### src/sv/pgmb_pkg.sv
package pgmb_pkg;

  typedef struct packed {
    logic               mode;
    logic signed [31:0] x_coord;
    logic signed [31:0] y_coord;
    logic signed [31:0] height;
    logic [7:0]         attr_three;
    logic [7:0]         attr_four;
    logic [7:0]         attr_five;
    logic [15:0]        read_index;
  } item_t;

  typedef struct packed {
    logic               point_accepted;
    logic [15:0]        cell_address;
    logic signed [31:0] mean_value;
    logic [15:0]        sample_count;
    logic               cell_empty;
  } result_t;

  localparam int CFG_W     = 32;
  localparam int CFG_IDX_W = 3;

  typedef enum logic [CFG_IDX_W-1:0] {
    REG_X_LOWER,
    REG_X_UPPER,
    REG_Y_LOWER,
    REG_Y_UPPER,
    REG_GRID_WIDTH,
    REG_GRID_HEIGHT,
    REG_VALUE_COLUMN
  } reg_index_t;

  localparam logic MODE_ADD  = 1'b0;
  localparam logic MODE_READ = 1'b1;

  localparam logic [2:0] COL_HEIGHT     = 3'd2;
  localparam logic [2:0] COL_ATTR_THREE = 3'd3;
  localparam logic [2:0] COL_ATTR_FOUR  = 3'd4;
  localparam logic [2:0] COL_ATTR_FIVE  = 3'd5;

  localparam int GRID_N_W   = 13;
  localparam int DIV_W      = 50;
  localparam int DIV_STEP_W = 6;
  localparam int QUOT_W     = 32;
  localparam int MEM_W      = 48;

  localparam logic [DIV_STEP_W-1:0] INDEX_STEPS = 6'd13;
  localparam logic [DIV_STEP_W-1:0] MEAN_STEPS  = 6'd32;
  localparam logic [15:0]           COUNT_MAX   = 16'hFFFF;

  typedef struct packed {
    logic                  start;
    logic [DIV_STEP_W-1:0] steps;
    logic [DIV_W-1:0]      dividend;
    logic [DIV_W-1:0]      divisor;
  } div_req_t;

  typedef struct packed {
    logic              busy;
    logic              done;
    logic [QUOT_W-1:0] quotient;
  } div_rsp_t;

  typedef enum logic [4:0] {
    S_CLEAR,
    S_IDLE,
    S_PREP,
    S_MUL,
    S_DIVX_GO,
    S_DIVX_WAIT,
    S_DIVY_GO,
    S_DIVY_WAIT,
    S_ADDR,
    S_READ,
    S_LATCH,
    S_PROD,
    S_SUM,
    S_DIVM_GO,
    S_DIVM_WAIT,
    S_WRITE,
    S_DONE
  } state_t;

endpackage

### src/sv/pgmb_div.sv
module pgmb_div (
  input  logic               clk,
  input  logic               rst,
  input  pgmb_pkg::div_req_t req,
  output pgmb_pkg::div_rsp_t rsp
);
  import pgmb_pkg::*;

  logic [DIV_W-1:0]      rem;
  logic [DIV_W-1:0]      dsh;
  logic [QUOT_W-1:0]     quot;
  logic [DIV_STEP_W-1:0] left;
  logic                  busy;
  logic                  done;
  logic                  fits;

  // The caller hands in the divisor already aligned to the top quotient bit.
  assign fits = (rem >= dsh);

  always_ff @(posedge clk) begin
    if (rst) begin
      busy <= 1'b0;
      done <= 1'b0;
      left <= '0;
    end else begin
      done <= 1'b0;
      if (req.start) begin
        busy <= 1'b1;
        left <= req.steps;
      end else if (busy) begin
        left <= left - 1'b1;
        if (left == DIV_STEP_W'(1)) begin
          busy <= 1'b0;
          done <= 1'b1;
        end
      end
    end
  end

  always_ff @(posedge clk) begin
    if (req.start) begin
      rem  <= req.dividend;
      dsh  <= req.divisor;
      quot <= '0;
    end else if (busy) begin
      if (fits) begin
        rem <= rem - dsh;
      end
      quot <= {quot[QUOT_W-2:0], fits};
      dsh  <= dsh >> 1;
    end
  end

  assign rsp = '{busy: busy, done: done, quotient: quot};

endmodule

### config.mk
export PLATFORM = sky130hd
export DESIGN_NAME = pgmb_div
export DESIGN_NICKNAME = d
export VERILOG_FILES = /design/src/sv/pgmb_pkg.sv /design/src/sv/pgmb_div.sv
export SDC_FILE = /design/constraint.sdc
export NUM_CORES = 1
export LEC_CHECK = 0
export ABC_CLOCK_PERIOD_IN_PS = 8940
export BUFFER_PORTS_ARGS = -buffer_cell sky130_fd_sc_hd__buf_2
export CORE_MARGIN = 10
export CORE_UTILIZATION = 51
export DETAILED_ROUTE_END_ITERATION = 10
export PLACE_DENSITY = 0.75
export SKIP_LAST_GASP = 1
export SLEW_MARGIN = 20
export SYNTH_ARGS = -nofsm -noshare
export SYNTH_HDL_FRONTEND = slang
export SYNTH_SLANG_ARGS = --single-unit
export TNS_END_PERCENT = 50
### constraint.sdc
create_clock -name clk -period 8.94 [get_ports clk]
set_input_delay 1.788 -clock clk [delete_from_list [all_inputs] [get_ports clk]]
set_output_delay 1.788 -clock clk [all_outputs]
set_load 0.01 [all_outputs]
==> results.cfg <==
[sta]
fin_crit_sh_pct = 43.23
slew_headroom_pct = 41.91
hold_viol_final = 0
setup_viol_count_final = 0
layout_setup_ws_ns = 5.075
setup_tns_ns = 0
max_freq_ghz = 0.2587
worst_pin_slew_ns = 0.8713
fin_skew_ns = 0.006865
period_minus_slack_ns = 3.865
fin_hold_ws_ns = 0.5003
finalMaxSlewViolations = 0
grt_setup_unrepaired = no

[floorplan]
num_rows = 48
start_util_pct = 51.59
io_pins = 143
die_h_um = 151.6
dieArea_mm2 = 0.02298
die_x_um = 151.6
core_mm2 = 0.01712

[synth]
syn_avg_cell_area_um2 = 8.831
syn_nets = 1162
syn-cell-area_mm2 = 0.008831
ys_ff_latch = 140
synth_flop_cell = edfxtp_1
ys_types = 64
ys_warn_count = 0
synth_edf_count = 100
netlist_instances = 1000
ys_seq_area_share_pct = 43.07
synthArstFlopShare_pct = 0

[route]
antenna_left = 0
routedWlPerCell_um = 16.90
viasPerCell = 5.644
drt-total-wl_um = 22850
drc = 0
num_vias = 7631
drt_iter0_drc = 565
drt_first_pass_iters = 5

[worst_setup_path]
crit_type = reg2reg
r2r_end = rem[30]$_DFFE_PP_
rrSetupSlack_ns = 5.08
cp.arrival_ns = 3.93
startpoint = dsh[0]$_DFFE_PP_
startpoint_type = register
crit_fanout = 36
cp_data_required_time_ns = 9.01
worst-r2r-cell-count = 11
end_kind = register
rr_startpoint = dsh[0]$_DFFE_PP_

[power]
seq_power_share_pct = 32.4
p_leak_nw = 4.479
clkPwrFrac_pct = 26.9
powerDensity_mw_per_mm2 = 256.9
p_sw_mw = 0.9759
p_int_mw = 1.659
combPwrFrac_pct = 40.7
swShare_pct = 37.04
power_mw = 2.635
ir_drop_mv = 0.1496

[clock_network]
cts.clk_slew.worst_paths_ns = 0.06
post_cts_buffers = 0
clock_path_buffers = 2
root_buffer = clkbuf_16
cts_hold_buf = 0
cts_max_level = 4
cts_buffers = 17
postCtsResizedCells = 0
cts.sinks = 140
clock_latency_ns = 0.43
cts_tree = built

[global_route]
antenna_found_initial = 2
grt.overflow.total = 0
grt_first_pass_wirelength_um = 36720
grt_use_total_pct = 19.88
grt_max_degree = 97
grt_pass1_vias = 7307

[status]
status = completed

[placement]
dp.cells = 1319
port_buffers = 142
gp_congestion = 0.9049
dp_slack_ns = 4.697
hpwl_um = 16840

[min_path]
hold_end = quot[31]$_SDFFE_PP0P_
hold_path_depth = 2
min_from = quot[31]$_SDFFE_PP0P_
hp-class = reg2reg

[run]
cap_viol_max_count = 0

[final_layout]
area_delta_synth_final_pct = 16.14
fin_cells = 1352
drive_above_1_share_pct = 17.32
nets = 1275
-- worst max-delay path, cell delays in order, from the launching register on --
cell,delay [ns]
edfxtp_1,0.37
ha_1,0.22
fa_1,0.40
nand2b_1,0.17
a21oi_1,0.22
o21ai_1,0.16
a31o_2,0.30
a211oi_1,0.29
o32a_1,0.23
a21oi_1,0.13
o21ai_4,0.46
buf_4,0.54
-- cell families after synthesis --
family / Yosys count / share of synthesized area (%)
buf+inv: 124 / 5.568
mux: 34 / 3.868
fa+ha+maj: 53 / 7.594
simple gates: 319 / 15.71
flops: 140 / 43.07
xor+xnor: 40 / 3.967
compound gates: 290 / 20.22
-- cells in the final DEF, fill, tap and decap left out, drive strengths merged, types with 13 or more instances in the layout --
master  netlist  final
nand4        13     13
o21bai       13     13
o21ai       119    119
clkbuf       32     22
ha           52     52
a21oi        64     64
xor2         17     17
inv          71     77
edfxtp      100    100
mux2i        33     33
nand3        16     16
a21o         23     23
nand2       145    145
nor3         19     19
nor2         87     87
dfxtp        40     40
buf          21    147
xnor2        23     23
-- sequential cells by signal, indices dropped and copies added, names as in the netlist --
register / flops
done: 1
left: 6
quot: 32
rem: 50
dsh: 50
busy: 1
-- Yosys cell counts (all sizes together) (3+ instances only) --
| library cell | n | area share [%] |
|---|---|---|
| nor2b | 3 | 0.21 |
| nand3 | 16 | 0.91 |
| and3 | 9 | 0.64 |
| o31ai | 6 | 0.51 |
| clkbuf | 32 | 1.4 |
| o211ai | 5 | 0.43 |
| o21ai | 119 | 6.7 |
| xor2 | 17 | 1.7 |
| and2 | 4 | 0.28 |
| a311oi | 3 | 0.30 |
| inv | 71 | 3.0 |
| mux2i | 33 | 3.7 |
| a21o | 23 | 2.0 |
| a31o | 3 | 0.30 |
| nand2b | 6 | 0.45 |
| nand4 | 13 | 0.92 |
| a31oi | 9 | 0.71 |
| ha | 52 | 7.4 |
| a221oi | 3 | 0.37 |
| dfxtp | 40 | 9.1 |
| nor4 | 6 | 0.43 |
| xnor2 | 23 | 2.3 |
| nand2 | 145 | 6.2 |
| nor2 | 87 | 3.7 |
| a2111oi | 4 | 0.47 |
| a21oi | 64 | 3.6 |
| and4 | 3 | 0.30 |
| nor3 | 19 | 1.1 |
| buf | 21 | 1.2 |
| o21a | 10 | 0.85 |
| edfxtp | 100 | 34 |
| a211oi | 11 | 0.99 |
| o22ai | 3 | 0.21 |
| o21bai | 13 | 1.1 |
-- cell type report --
type,count,area (µm²)
Antenna cell,1,2.502
Clock buffer,22,528.0
Sequential cell,140,3805
Tap cell,225,281.5
Multi-Input combinational cell,736,4549
Fill cell,1512,6860
Clock inverter,10,68.82
Timing Repair Buffer,147,754.5
Inverter,71,266.5
-- worst max path at each step --
stage,slack [ns],cells past startpoint,endpoint
final,5.08,11,rem[30]$_DFFE_PP_
after global routing,4.82,11,rem[29]$_DFFE_PP_
after floorplan,4.05,10,rem[0]$_DFFE_PP_
after CTS,5.09,11,rem[24]$_DFFE_PP_
after detailed placement,4.70,6,rem[18]$_DFFE_PP_
after global placement,4.74,6,rem[18]$_DFFE_PP_
-- power by group through the flow --
stage	Sequential [mW]	Combinational (mW)	Clock, mW
6_report	0.855	1.07	0.708
2_1_floorplan	0.862	0.809	0
3_3_place_gp	0.863	1.03	0
4_1_cts	0.855	1.06	0.712
5_1_grt	0.863	1.19	0.743
3_5_place_dp	0.867	1.04	0
-- per-stage QoR --
step           instance area, µm²  utilization [%]
2_1_floorplan                8831                -
3_3_place_gp                 9657            56.42
3_5_place_dp                 9657            56.42
4_1_cts                     10250            59.90
5_1_grt                     10250            59.90
6_report                    10260            59.92
-- layer usage --
metal	vias up	wire length (µm)	track usage [%]
met5	-	13	0
met4	2	329	6.292
met3	32	2192	6.742
met2	247	10070	30.11
met1	3557	10250	26.26
li1	3793	-	-
(Power assumes the default switching activity.)
